$ cat src/hdl/duration_text_to_ms_top_macros.svh
// ----------------------------------------------------------------------------
// Duration text parser assertion macros
// Shared property forms for the assertions of the duration text parser.
// ----------------------------------------------------------------------------
`ifndef DURATION_TEXT_TO_MS_TOP_MACROS_SVH
`define DURATION_TEXT_TO_MS_TOP_MACROS_SVH

// Same-cycle implication, sampled on clk and switched off during reset.
`define DTM_ASSERT_IMPLY(label, ante, cons, msg) \
    label: assert property (@(posedge clk) disable iff (!rst_n) (ante) |-> (cons)) \
        else $error(msg);

// Next-cycle implication, sampled on clk and switched off during reset.
`define DTM_ASSERT_NEXT(label, ante, cons, msg) \
    label: assert property (@(posedge clk) disable iff (!rst_n) (ante) |=> (cons)) \
        else $error(msg);

`endif

$ cat src/hdl/dtm_pkg.sv
// ----------------------------------------------------------------------------
// Duration text parser package
// Types, character codes, unit multipliers and status codes of the parser.
// ----------------------------------------------------------------------------
package dtm_pkg;

    localparam int ACC_BITS_DEFAULT = 48;
    localparam int OUT_BITS         = 48;
    localparam int CHAR_W           = 8;
    localparam int DIGIT_W          = 4;
    localparam int MULT_W           = 22;
    localparam int QUEUE_DEPTH      = 4;

    localparam logic [CHAR_W-1:0] CH_0     = 8'h30;
    localparam logic [CHAR_W-1:0] CH_9     = 8'h39;
    localparam logic [CHAR_W-1:0] CH_SPACE = 8'h20;
    localparam logic [CHAR_W-1:0] CH_TAB   = 8'h09;
    localparam logic [CHAR_W-1:0] CH_CR    = 8'h0d;
    localparam logic [CHAR_W-1:0] CH_M     = 8'h6d;
    localparam logic [CHAR_W-1:0] CH_S     = 8'h73;
    localparam logic [CHAR_W-1:0] CH_H     = 8'h68;

    localparam logic [MULT_W-1:0] MS_PER_MS  = MULT_W'(1);
    localparam logic [MULT_W-1:0] MS_PER_S   = MULT_W'(1000);
    localparam logic [MULT_W-1:0] MS_PER_MIN = MULT_W'(60000);
    localparam logic [MULT_W-1:0] MS_PER_H   = MULT_W'(3600000);

    typedef enum logic [2:0] {
        ST_OK      = 3'd0,
        ST_EMPTY   = 3'd1,
        ST_BADTOK  = 3'd2,
        ST_NOUNIT  = 3'd3,
        ST_BADUNIT = 3'd4,
        ST_NOTPOS  = 3'd5,
        ST_OVF     = 3'd6
    } status_t;

    typedef enum logic [2:0] {
        CL_DIGIT,
        CL_WS,
        CL_M,
        CL_S,
        CL_H,
        CL_OTHER
    } cls_t;

    typedef enum logic [1:0] {
        PH_BETWEEN,
        PH_NUMBER,
        PH_MPEND
    } phase_t;

    typedef enum logic [1:0] {
        U_MS,
        U_S,
        U_MIN,
        U_H
    } unit_t;

    typedef struct packed {
        cls_t               cls;
        logic [DIGIT_W-1:0] digit;
        logic               last;
        logic               no_char;
    } item_t;

    typedef struct packed {
        logic full;
        logic empty;
    } queue_stat_t;

    typedef struct packed {
        logic    add;
        unit_t   unit;
        status_t err;
        logic    last;
    } op_ctl_t;

    function automatic cls_t classify(input logic [CHAR_W-1:0] c);
        cls_t cls;
        if (c >= CH_0 && c <= CH_9)
            cls = CL_DIGIT;
        else if (c == CH_SPACE || (c >= CH_TAB && c <= CH_CR))
            cls = CL_WS;
        else if (c == CH_M)
            cls = CL_M;
        else if (c == CH_S)
            cls = CL_S;
        else if (c == CH_H)
            cls = CL_H;
        else
            cls = CL_OTHER;
        return cls;
    endfunction

    function automatic logic [MULT_W-1:0] unit_mult(input unit_t u);
        logic [MULT_W-1:0] k;
        unique case (u)
            U_MS:  k = MS_PER_MS;
            U_S:   k = MS_PER_S;
            U_MIN: k = MS_PER_MIN;
            U_H:   k = MS_PER_H;
        endcase
        return k;
    endfunction

endpackage

$ cat src/hdl/dtm_if.sv
// ----------------------------------------------------------------------------
// Duration text parser channels
// Valid/ready channels for the character stream and the result stream.
// ----------------------------------------------------------------------------
interface dtm_char_if;
    logic                        valid;
    logic                        ready;
    logic [dtm_pkg::CHAR_W-1:0]  char_code;
    logic                        last;
    logic                        no_char;

    modport source (output valid, output char_code, output last, output no_char, input ready);
    modport sink (input valid, input char_code, input last, input no_char, output ready);
endinterface

interface dtm_result_if;
    logic                          valid;
    logic                          ready;
    logic [dtm_pkg::OUT_BITS-1:0]  total_ms;
    logic [2:0]                    status;

    modport source (output valid, output total_ms, output status, input ready);
    modport sink (input valid, input total_ms, input status, output ready);
endinterface

$ cat src/hdl/dtm_front.sv
// ----------------------------------------------------------------------------
// Duration text parser front end
// Accepts character beats and classifies each character for the queue.
// ----------------------------------------------------------------------------
module dtm_front
(
    dtm_char_if.sink               chars,
    input  dtm_pkg::queue_stat_t   stat,
    output dtm_pkg::item_t         item,
    output logic                   push
);

    assign chars.ready = !stat.full;
    assign push        = chars.valid && !stat.full;

    always_comb
    begin
        item.cls     = dtm_pkg::classify(chars.char_code);
        item.digit   = chars.char_code[dtm_pkg::DIGIT_W-1:0];
        item.last    = chars.last;
        item.no_char = chars.no_char;
    end

endmodule

$ cat src/hdl/dtm_queue.sv
// ----------------------------------------------------------------------------
// Duration text parser queue
// Short queue of classified characters between the front and back ends.
// ----------------------------------------------------------------------------
module dtm_queue
#(
    parameter int DEPTH = dtm_pkg::QUEUE_DEPTH
)
(
    input  logic                  clk,
    input  logic                  rst_n,
    input  dtm_pkg::item_t        wr_item,
    input  logic                  push,
    input  logic                  pop,
    output dtm_pkg::item_t        rd_item,
    output dtm_pkg::queue_stat_t  stat
);

    localparam int PTR_W = (DEPTH > 1) ? $clog2(DEPTH) : 1;
    localparam int CNT_W = $clog2(DEPTH + 1);

    dtm_pkg::item_t    entry_reg [DEPTH];
    logic [PTR_W-1:0]  wr_ptr_reg;
    logic [PTR_W-1:0]  wr_ptr_next;
    logic [PTR_W-1:0]  rd_ptr_reg;
    logic [PTR_W-1:0]  rd_ptr_next;
    logic [CNT_W-1:0]  count_reg;
    logic [CNT_W-1:0]  count_next;

    assign rd_item    = entry_reg[rd_ptr_reg];
    assign stat.full  = (count_reg == CNT_W'(DEPTH));
    assign stat.empty = (count_reg == '0);

    always_comb
    begin
        wr_ptr_next = wr_ptr_reg;
        rd_ptr_next = rd_ptr_reg;
        count_next  = count_reg;
        if (push)
        begin
            wr_ptr_next = (wr_ptr_reg == PTR_W'(DEPTH - 1)) ? '0 : wr_ptr_reg + 1'b1;
        end
        if (pop)
        begin
            rd_ptr_next = (rd_ptr_reg == PTR_W'(DEPTH - 1)) ? '0 : rd_ptr_reg + 1'b1;
        end
        unique case ({push, pop})
            2'b10:   count_next = count_reg + 1'b1;
            2'b01:   count_next = count_reg - 1'b1;
            default: count_next = count_reg;
        endcase
    end

    always_ff @(posedge clk or negedge rst_n)
    begin
        if (!rst_n)
        begin
            wr_ptr_reg <= '0;
            rd_ptr_reg <= '0;
            count_reg  <= '0;
        end
        else
        begin
            wr_ptr_reg <= wr_ptr_next;
            rd_ptr_reg <= rd_ptr_next;
            count_reg  <= count_next;
        end
    end

    always_ff @(posedge clk)
    begin
        if (push)
        begin
            entry_reg[wr_ptr_reg] <= wr_item;
        end
    end

endmodule

$ cat src/hdl/dtm_parse.sv
// ----------------------------------------------------------------------------
// Duration text parser term decoder
// Walks the term grammar one character per cycle while its operation register is free and issues term operations.
// ----------------------------------------------------------------------------
module dtm_parse
#(
    parameter int ACC_BITS = dtm_pkg::ACC_BITS_DEFAULT
)
(
    input  logic                   clk,
    input  logic                   rst_n,
    input  dtm_pkg::item_t         item,
    input  dtm_pkg::queue_stat_t   stat,
    output logic                   pop,
    output logic                   op_valid,
    output dtm_pkg::op_ctl_t       op_ctl,
    output logic [ACC_BITS-1:0]    op_value,
    input  logic                   op_take
);

    localparam int NW = ACC_BITS + 4;

    dtm_pkg::phase_t      phase_reg;
    dtm_pkg::phase_t      phase_next;
    logic [ACC_BITS-1:0]  number_reg;
    logic [ACC_BITS-1:0]  number_next;
    logic                 err_reg;
    logic                 err_next;
    logic                 seen_reg;
    logic                 seen_next;
    logic                 op_valid_reg;
    dtm_pkg::op_ctl_t     op_ctl_reg;
    dtm_pkg::op_ctl_t     op_ctl_next;
    logic [ACC_BITS-1:0]  op_value_reg;
    logic [NW-1:0]        dig_sum;
    logic                 dig_ovf;

    assign pop      = !stat.empty && (!op_valid_reg || op_take);
    assign op_valid = op_valid_reg;
    assign op_ctl   = op_ctl_reg;
    assign op_value = op_value_reg;

    assign dig_sum = (NW'(number_reg) << 3) + (NW'(number_reg) << 1) + NW'(item.digit);
    assign dig_ovf = |dig_sum[NW-1:ACC_BITS];

    always_comb
    begin
        phase_next       = phase_reg;
        number_next      = number_reg;
        err_next         = err_reg;
        seen_next        = seen_reg;
        op_ctl_next.add  = 1'b0;
        op_ctl_next.unit = dtm_pkg::U_MS;
        op_ctl_next.err  = dtm_pkg::ST_OK;
        op_ctl_next.last = item.last;

        if (!item.no_char)
        begin
            seen_next = 1'b1;
            if (!err_reg)
            begin
                unique case (phase_reg)
                    dtm_pkg::PH_NUMBER:
                    begin
                        unique case (item.cls)
                            dtm_pkg::CL_DIGIT:
                            begin
                                if (dig_ovf)
                                begin
                                    op_ctl_next.err = dtm_pkg::ST_OVF;
                                    err_next        = 1'b1;
                                end
                                else
                                begin
                                    number_next = dig_sum[ACC_BITS-1:0];
                                end
                            end
                            dtm_pkg::CL_M:
                            begin
                                phase_next = dtm_pkg::PH_MPEND;
                            end
                            dtm_pkg::CL_S:
                            begin
                                op_ctl_next.add  = 1'b1;
                                op_ctl_next.unit = dtm_pkg::U_S;
                                phase_next       = dtm_pkg::PH_BETWEEN;
                            end
                            dtm_pkg::CL_H:
                            begin
                                op_ctl_next.add  = 1'b1;
                                op_ctl_next.unit = dtm_pkg::U_H;
                                phase_next       = dtm_pkg::PH_BETWEEN;
                            end
                            default:
                            begin
                                op_ctl_next.err = dtm_pkg::ST_BADUNIT;
                                err_next        = 1'b1;
                            end
                        endcase
                    end
                    dtm_pkg::PH_MPEND:
                    begin
                        // The pending m closes as minutes unless s follows; the
                        // character after the minutes then opens the next term.
                        phase_next      = dtm_pkg::PH_BETWEEN;
                        op_ctl_next.add = 1'b1;
                        if (item.cls == dtm_pkg::CL_S)
                        begin
                            op_ctl_next.unit = dtm_pkg::U_MS;
                        end
                        else
                        begin
                            op_ctl_next.unit = dtm_pkg::U_MIN;
                            if (item.cls == dtm_pkg::CL_DIGIT)
                            begin
                                number_next = ACC_BITS'(item.digit);
                                phase_next  = dtm_pkg::PH_NUMBER;
                            end
                            else if (item.cls != dtm_pkg::CL_WS)
                            begin
                                op_ctl_next.err = dtm_pkg::ST_BADTOK;
                                err_next        = 1'b1;
                            end
                        end
                    end
                    default:
                    begin
                        if (item.cls == dtm_pkg::CL_DIGIT)
                        begin
                            number_next = ACC_BITS'(item.digit);
                            phase_next  = dtm_pkg::PH_NUMBER;
                        end
                        else if (item.cls != dtm_pkg::CL_WS)
                        begin
                            op_ctl_next.err = dtm_pkg::ST_BADTOK;
                            err_next        = 1'b1;
                        end
                    end
                endcase
            end
        end

        if (item.last)
        begin
            if (!seen_next)
            begin
                op_ctl_next.err = dtm_pkg::ST_EMPTY;
            end
            else if (!err_next && phase_next == dtm_pkg::PH_NUMBER)
            begin
                op_ctl_next.err = dtm_pkg::ST_NOUNIT;
            end
            else if (!err_next && phase_next == dtm_pkg::PH_MPEND)
            begin
                op_ctl_next.add  = 1'b1;
                op_ctl_next.unit = dtm_pkg::U_MIN;
            end
            phase_next  = dtm_pkg::PH_BETWEEN;
            number_next = '0;
            err_next    = 1'b0;
            seen_next   = 1'b0;
        end
    end

    always_ff @(posedge clk or negedge rst_n)
    begin
        if (!rst_n)
        begin
            phase_reg    <= dtm_pkg::PH_BETWEEN;
            number_reg   <= '0;
            err_reg      <= 1'b0;
            seen_reg     <= 1'b0;
            op_valid_reg <= 1'b0;
        end
        else
        begin
            if (pop)
            begin
                phase_reg    <= phase_next;
                number_reg   <= number_next;
                err_reg      <= err_next;
                seen_reg     <= seen_next;
                op_valid_reg <= 1'b1;
            end
            else if (op_take)
            begin
                op_valid_reg <= 1'b0;
            end
        end
    end

    always_ff @(posedge clk)
    begin
        if (pop)
        begin
            op_ctl_reg   <= op_ctl_next;
            op_value_reg <= number_reg;
        end
    end

endmodule

$ cat src/hdl/dtm_accum.sv
// ----------------------------------------------------------------------------
// Duration text parser accumulator
// Scales each term to milliseconds, sums the terms and holds the result beat.
// ----------------------------------------------------------------------------
module dtm_accum
#(
    parameter int ACC_BITS = dtm_pkg::ACC_BITS_DEFAULT
)
(
    input  logic                   clk,
    input  logic                   rst_n,
    input  logic                   op_valid,
    input  dtm_pkg::op_ctl_t       op_ctl,
    input  logic [ACC_BITS-1:0]    op_value,
    output logic                   op_take,
    dtm_result_if.source           result
);

    localparam int PW = ACC_BITS + dtm_pkg::MULT_W;
    localparam int WW = (ACC_BITS > dtm_pkg::OUT_BITS) ? ACC_BITS : dtm_pkg::OUT_BITS;

    logic [PW-1:0]                   prod_full;
    logic                            p_valid_reg;
    dtm_pkg::op_ctl_t                p_ctl_reg;
    logic [ACC_BITS-1:0]             prod_reg;
    logic                            povf_reg;
    logic                            p_consume;
    logic [ACC_BITS:0]               sum;
    logic [ACC_BITS-1:0]             total_reg;
    logic [ACC_BITS-1:0]             total_next;
    dtm_pkg::status_t                sticky_reg;
    dtm_pkg::status_t                sticky_next;
    dtm_pkg::status_t                final_status;
    logic [WW-1:0]                   total_wide;
    logic                            out_valid_reg;
    logic [dtm_pkg::OUT_BITS-1:0]    out_total_reg;
    dtm_pkg::status_t                out_status_reg;

    assign p_consume = p_valid_reg && (!p_ctl_reg.last || !out_valid_reg || result.ready);
    assign op_take   = !p_valid_reg || p_consume;

    assign prod_full = PW'(op_value) * PW'(dtm_pkg::unit_mult(op_ctl.unit));

    assign sum = {1'b0, total_reg} + {1'b0, prod_reg};

    always_comb
    begin
        total_next  = total_reg;
        sticky_next = sticky_reg;
        if (sticky_reg == dtm_pkg::ST_OK)
        begin
            if (p_ctl_reg.add)
            begin
                if (povf_reg || sum[ACC_BITS])
                    sticky_next = dtm_pkg::ST_OVF;
                else
                    total_next = sum[ACC_BITS-1:0];
            end
            if (sticky_next == dtm_pkg::ST_OK && p_ctl_reg.err != dtm_pkg::ST_OK)
            begin
                sticky_next = p_ctl_reg.err;
            end
        end
        priority if (sticky_next != dtm_pkg::ST_OK)
            final_status = sticky_next;
        else if (total_next == '0)
            final_status = dtm_pkg::ST_NOTPOS;
        else
            final_status = dtm_pkg::ST_OK;
        total_wide = WW'(total_next);
    end

    always_ff @(posedge clk or negedge rst_n)
    begin
        if (!rst_n)
        begin
            p_valid_reg   <= 1'b0;
            total_reg     <= '0;
            sticky_reg    <= dtm_pkg::ST_OK;
            out_valid_reg <= 1'b0;
        end
        else
        begin
            if (op_take)
            begin
                p_valid_reg <= op_valid;
            end
            if (p_consume && p_ctl_reg.last)
            begin
                total_reg     <= '0;
                sticky_reg    <= dtm_pkg::ST_OK;
                out_valid_reg <= 1'b1;
            end
            else
            begin
                if (p_consume)
                begin
                    total_reg  <= total_next;
                    sticky_reg <= sticky_next;
                end
                if (result.ready)
                begin
                    out_valid_reg <= 1'b0;
                end
            end
        end
    end

    always_ff @(posedge clk)
    begin
        if (op_take && op_valid)
        begin
            p_ctl_reg <= op_ctl;
            prod_reg  <= prod_full[ACC_BITS-1:0];
            povf_reg  <= |prod_full[PW-1:ACC_BITS];
        end
        if (p_consume && p_ctl_reg.last)
        begin
            out_status_reg <= final_status;
            out_total_reg  <= (final_status == dtm_pkg::ST_OK) ?
                              total_wide[dtm_pkg::OUT_BITS-1:0] : '0;
        end
    end

    assign result.valid    = out_valid_reg;
    assign result.total_ms = out_total_reg;
    assign result.status   = out_status_reg;

endmodule

$ cat src/hdl/duration_text_to_ms_top.sv
// ----------------------------------------------------------------------------
// Duration text to milliseconds
// Parses a duration string such as "1h 30m 250ms" into a millisecond total.
// ----------------------------------------------------------------------------
// The block takes one character beat per clock while its queue has room, and
// returns one result beat for each beat marked last, registered through the
// queue, operation, multiplier and result registers; the rate is set by the
// term decoder, which updates its state once per character, and by the
// accumulator, which adds one scaled term per cycle unless a result waits.

`include "duration_text_to_ms_top_macros.svh"

module duration_text_to_ms_top
#(
    parameter int ACC_BITS    = dtm_pkg::ACC_BITS_DEFAULT,
    parameter int QUEUE_DEPTH = dtm_pkg::QUEUE_DEPTH
)
(
    input  logic          clk,
    input  logic          rst_n,
    dtm_char_if.sink      chars,
    dtm_result_if.source  result
);

    dtm_pkg::item_t        q_wr_item;
    dtm_pkg::item_t        q_rd_item;
    dtm_pkg::queue_stat_t  q_stat;
    logic                  q_push;
    logic                  q_pop;
    logic                  op_valid;
    dtm_pkg::op_ctl_t      op_ctl;
    logic [ACC_BITS-1:0]   op_value;
    logic                  op_take;

    dtm_front u_front
    (
        .chars (chars),
        .stat  (q_stat),
        .item  (q_wr_item),
        .push  (q_push)
    );

    dtm_queue
    #(
        .DEPTH (QUEUE_DEPTH)
    )
    u_queue
    (
        .clk     (clk),
        .rst_n   (rst_n),
        .wr_item (q_wr_item),
        .push    (q_push),
        .pop     (q_pop),
        .rd_item (q_rd_item),
        .stat    (q_stat)
    );

    dtm_parse
    #(
        .ACC_BITS (ACC_BITS)
    )
    u_parse
    (
        .clk      (clk),
        .rst_n    (rst_n),
        .item     (q_rd_item),
        .stat     (q_stat),
        .pop      (q_pop),
        .op_valid (op_valid),
        .op_ctl   (op_ctl),
        .op_value (op_value),
        .op_take  (op_take)
    );

    dtm_accum
    #(
        .ACC_BITS (ACC_BITS)
    )
    u_accum
    (
        .clk      (clk),
        .rst_n    (rst_n),
        .op_valid (op_valid),
        .op_ctl   (op_ctl),
        .op_value (op_value),
        .op_take  (op_take),
        .result   (result)
    );

    `DTM_ASSERT_IMPLY(a_push_room, q_push, !q_stat.full, "character beat written into a full queue")
    `DTM_ASSERT_IMPLY(a_pop_data, q_pop, !q_stat.empty, "term decoder read from an empty queue")
    `DTM_ASSERT_NEXT(a_pop_load, q_pop, op_valid, "decoded character did not reach the operation register")
    `DTM_ASSERT_IMPLY(a_err_zero, result.valid && result.status != dtm_pkg::ST_OK, result.total_ms == '0, "failed result carries a non-zero total")

endmodule
$ cat src/flat_wrapper.sv
// flat-port wrapper written by rule: the top's interface ports become plain ports
module duration_text_to_ms_top_flat 
#(
    parameter int ACC_BITS    = dtm_pkg::ACC_BITS_DEFAULT,
    parameter int QUEUE_DEPTH = dtm_pkg::QUEUE_DEPTH
)
  (clk, rst_n, chars_valid, chars_char_code, chars_last, chars_no_char, chars_ready, result_valid, result_total_ms, result_status, result_ready);
  dtm_char_if chars_i ();
  dtm_result_if result_i ();
  input  logic clk;
  input  logic rst_n;
  input wire logic [$bits(chars_i.valid)-1:0] chars_valid;
  input wire logic [$bits(chars_i.char_code)-1:0] chars_char_code;
  input wire logic [$bits(chars_i.last)-1:0] chars_last;
  input wire logic [$bits(chars_i.no_char)-1:0] chars_no_char;
  output wire logic [$bits(chars_i.ready)-1:0] chars_ready;
  output wire logic [$bits(result_i.valid)-1:0] result_valid;
  output wire logic [$bits(result_i.total_ms)-1:0] result_total_ms;
  output wire logic [$bits(result_i.status)-1:0] result_status;
  input wire logic [$bits(result_i.ready)-1:0] result_ready;
  assign chars_i.valid = chars_valid;
  assign chars_i.char_code = chars_char_code;
  assign chars_i.last = chars_last;
  assign chars_i.no_char = chars_no_char;
  assign chars_ready = chars_i.ready;
  assign result_valid = result_i.valid;
  assign result_total_ms = result_i.total_ms;
  assign result_status = result_i.status;
  assign result_i.ready = result_ready;
  duration_text_to_ms_top #(.ACC_BITS(ACC_BITS), .QUEUE_DEPTH(QUEUE_DEPTH)) u_core (.clk(clk), .rst_n(rst_n), .chars(chars_i), .result(result_i));
endmodule
$ cat config.mk
export PLATFORM = sky130hd
export DESIGN_NAME = duration_text_to_ms_top_flat
export DESIGN_NICKNAME = d
export VERILOG_FILES = /design/src/hdl/dtm_pkg.sv /design/src/hdl/dtm_if.sv /design/src/hdl/dtm_front.sv /design/src/hdl/dtm_queue.sv /design/src/hdl/dtm_parse.sv /design/src/hdl/dtm_accum.sv /design/src/hdl/duration_text_to_ms_top.sv /design/src/flat_wrapper.sv
export VERILOG_INCLUDE_DIRS = /design/src /design/src/hdl
export SDC_FILE = /design/constraint.sdc
export NUM_CORES = 2
export LEC_CHECK = 0
export BUFFER_PORTS_ARGS = -buffer_cell sky130_fd_sc_hd__buf_4
export CAP_MARGIN = 15
export CORE_ASPECT_RATIO = 0.5
export CORE_MARGIN = 10
export CORE_UTILIZATION = 40
export DETAILED_ROUTE_END_ITERATION = 10
export GPL_TIMING_DRIVEN = 1
export MAX_ROUTING_LAYER = met4
export SYNTH_ARGS = -nofsm -noshare
export SYNTH_HDL_FRONTEND = slang
export SYNTH_SLANG_ARGS = --single-unit
$ cat constraint.sdc
create_clock -name clk -period 21.7 [get_ports clk]
set_clock_uncertainty 0.1 [all_clocks]
set_input_delay 2.17 -clock clk [delete_from_list [all_inputs] [get_ports clk]]
set_output_delay 2.17 -clock clk [all_outputs]
set_load 0.05 [all_outputs]
==> flow_metrics.py <==
metrics = {
    "die": {
        "start_util_pct": 40.6,
        "ios": 67,
        "rows": 86,
        "dieArea_um2": 127000,
        "die_x_um": 495,
        "core_region_area_um2": 111000,
        "die_y_um": 257,
    },
    "pwr": {
        "peakVddDrop_v": 0.000163,
        "swShare_pct": 55.6,
        "power.internal_mw": 3.22,
        "p_per_area_nw_per_um2": 152,
        "clkPwrFrac_pct": 8.0,
        "p_seq_share_pct": 16.9,
        "p_leak_nw": 23.8,
        "p_sw_mw": 4.04,
        "p_comb_share_pct": 75.1,
    },
    "cts": {
        "insertion_delay_ns": 0.64,
        "ctsHtreeMaxLevel": 1,
        "clk_pin_slew_worst_paths_ns": 0.07,
        "numCtsBuffers": 31,
        "clkSinkCount": 309,
        "clock-root-buffer": "clkbuf_16",
        "cts_tree": "done",
        "postCtsHoldBufs": 0,
        "post_cts_buffers": 0,
        "post_cts_resize_count": 0,
        "cts_buffer_depth": 3,
    },
    "sta": {
        "maxSlewViolCount": 0,
        "setup_viol": 0,
        "worst_slew_pin_slew_ns": 1.10,
        "finalSetupTns_ns": 0,
        "fin_ws_ns": 11.82,
        "whs_ns": 0.400,
        "rsz0062_at_grt": "false",
        "hold_viol_final": 0,
        "clock.fmax_mhz": 101,
        "slew-limit-headroom_pct": 24.9,
        "post-route-period-util_pct": 45.5,
        "fin_crit_ns": 9.88,
    },
    "yosys": {
        "syn_avg_cell_area_um2": 9.40,
        "synth-compound-area-share_pct": 12.4,
        "yosys.area_share.simple_pct": 12.4,
        "seq_area_frac_synth_pct": 19.3,
        "synthArstFlopShare_pct": 36.6,
        "muxShareOfSynthArea_pct": 1.23,
        "synth_flop_cell": "edfxtp_1",
        "synthAdderAreaFrac_pct": 41.7,
        "yosysWarningCount": 0,
        "synth.net_count": 5939,
        "synth_top_family_by_area": "adder cells",
        "synthXorXnorAreaFrac_pct": 3.07,
        "synth_seq_cells": 309,
        "synth.distinct_cells": 101,
        "synth_edf_count": 196,
        "synth_area_um2": 45000,
        "synthCells": 4789,
    },
    "cells_and_area": {
        "n_fill_cell": 10900,
        "fin_util_pct": 43.2,
        "final_common_cell": "inv_1",
        "syn_to_final_growth_pct": 6.31,
        "final_cells": 6248,
        "drive_gt1_share_pct": 4.10,
        "layout_common_cells": "inv_1, fa_1, ha_1",
        "nNetsFinal": 5877,
    },
    "worst_setup_path": {
        "rr_worst_depth": 31,
        "crit_end": "u_core.u_accum.povf_reg",
        "startpoint": "u_core.u_parse.op_ctl[4]",
        "end_kind": "flip-flop",
        "critPathLaunchType": "flip-flop",
        "cp.required_ns": 21.93,
        "critPathMaxStageDelay_ns": 0.67,
        "reg2reg_from": "u_core.u_parse.op_ctl[4]",
        "r2r_end": "u_core.u_accum.povf_reg",
        "cpMaxStageDelayCell": "a211oi_1",
        "arrival_ns": 10.11,
        "worstSetupPathType": "reg2reg",
        "crit_path_frequent_cell": "fa_1",
        "worstPathMaxFanout": 68,
        "regToRegSetupSlack_ns": 11.82,
    },
    "grt": {
        "antenna_found_initial": 5,
        "grt_use_total_pct": 20.6,
        "grt_max_degree": 69,
        "grt_pass1_vias": 34800,
        "grt_overflow_total": 0,
        "grt_pass1_wl_mm": 203,
    },
    "placed_design": {
        "placed_cells": 6189,
        "dp_slack_ns": 11.83,
        "place.gp.congestion": 0.958,
        "dp_hpwl_mm": 109,
        "port_buffers": 66,
    },
    "status": {
        "outcome": "completed",
    },
    "detailed_routing": {
        "drc": 0,
        "drtPass1Iterations": 5,
        "final_antenna_net_count": 0,
        "wl_per_cell_um": 20.5,
        "avgViaCountPerCell": 5.34,
        "routed_wl_mm": 128,
        "vias": 33400,
        "drtIter0Drc": 2378,
    },
    "worst_hold_path": {
        "hold_class": "reg2reg",
    },
    "flow_run": {
        "maxCapViolCount": 0,
    },
}
kinds of logic (layout without fill, tap and decap cells):
| logic type | count (synthesis) | after routing |
|---|---|---|
| buffers and inverters | 1166 | 1128 |
| adder cells (fa/ha/maj) | 1136 | 1136 |
| AND/OR/NAND/NOR | 1117 | 1117 |
| AO/OA/AOI/OAI | 860 | 860 |
| flip-flops | 309 | 309 |
| XOR/XNOR | 158 | 158 |
| multiplexers | 43 | 43 |
| other | 0 | 1 |
final cells by class:
type	instances	area [um^2]	share of cell area, %
Multi-Input combinational cell	3314	31900	66.6
Sequential cell	309	8710	18.2
Inverter	984	3690	7.72
Tap cell	1496	1870	3.91
Clock buffer	40	862	1.80
Timing Repair Buffer	87	671	1.40
Clock inverter	17	198	0.413
Antenna cell	1	2.50	0.00523
metal layers:
| layer | up-vias | GRT usage (%) | share of wire [%] |
|---|---|---|---|
| li1 | 15600 | - | - |
| met1 | 16700 | 29.4 | 47 |
| met2 | 958 | 32.2 | 45 |
| met3 | 135 | 2.28 | 6.1 |
| met4 | 0 | 3.47 | 1.8 |
| met5 | - | - | 0 |
critical path, delay by kind of cell, from the launching register on:
| family | cells | cell delay, ns |
|---|---|---|
| AOI/OAI and AO/OA | 6 | 1.72 |
| buffers and inverters | 8 | 1.55 |
| DFF | 1 | 0.33 |
| muxes | 1 | 0.37 |
| and+or+nand+nor | 6 | 1.44 |
| adders and majority gates | 9 | 3.80 |
| xor gates and xnor gates | 1 | 0.16 |
worst min-delay path by stage:
| stage | from | endpoint | slack, ns | cells after the start |
|---|---|---|---|---|
| 2_1_floorplan | u_core.u_parse.op_ctl[0] | u_core.u_accum.p_ctl_reg[0] | 0.30 | 0 |
| 3_3_place_gp | u_core.u_queue.count_reg[1] | u_core.u_parse.op_valid | 0.37 | 2 |
| 3_5_place_dp | u_core.u_parse.seen_reg | u_core.u_parse.seen_reg | 0.39 | 1 |
| 4_1_cts | u_core.u_parse.seen_reg | u_core.u_parse.seen_reg | 0.40 | 1 |
| 5_1_grt | u_core.u_parse.seen_reg | u_core.u_parse.seen_reg | 0.42 | 1 |
| 6_report | u_core.u_queue.count_reg[0] | u_core.u_queue.count_reg[0] | 0.40 | 1 |
synth_stat cells (all sizes together) (10+ instances only):
library cell	number	area, um^2
a211oi	26	200
a21o	78	586
a21oi	256	1280
a221oi	10	93.8
a22o	43	377
a22oi	22	165
a31oi	28	181
and2	211	1320
and3	27	169
and4	13	114
buf	37	249
clkbuf	145	544
dfrtp	113	2830
edfxtp	196	5890
fa	606	12100
ha	530	6630
inv	982	3690
mux2i	25	250
nand2	334	1260
nand2b	40	250
nand3	66	330
nand4	57	357
nor2	217	817
nor2b	38	238
nor3	47	235
nor4	23	144
o211ai	28	210
o21a	22	165
o21ai	192	968
o21bai	32	240
o22ai	10	62.6
or2	13	81.3
xnor2	97	850
xor2	61	534
power by group through the flow:
| stage | clock network [mW] | logic, mW | registers [mW] |
|---|---|---|---|
| finish | 0.579 | 5.45 | 1.23 |
| global route | 0.617 | 6.18 | 1.25 |
| CTS | 0.593 | 5.48 | 1.22 |
| detailed placement | 0 | 5.46 | 1.23 |
| global placement | 0 | 5.40 | 1.23 |
| floorplan | 0 | 3.80 | 1.22 |
through the flow:
step	total power, mW	cell area (um^2)
floorplan	5.01	45000
detailed placement	6.69	46800
finish	7.26	47900
CTS	7.30	47800
global route	8.05	47900
global placement	6.63	46800
Note: power is estimated with default switching activity, not from simulation.
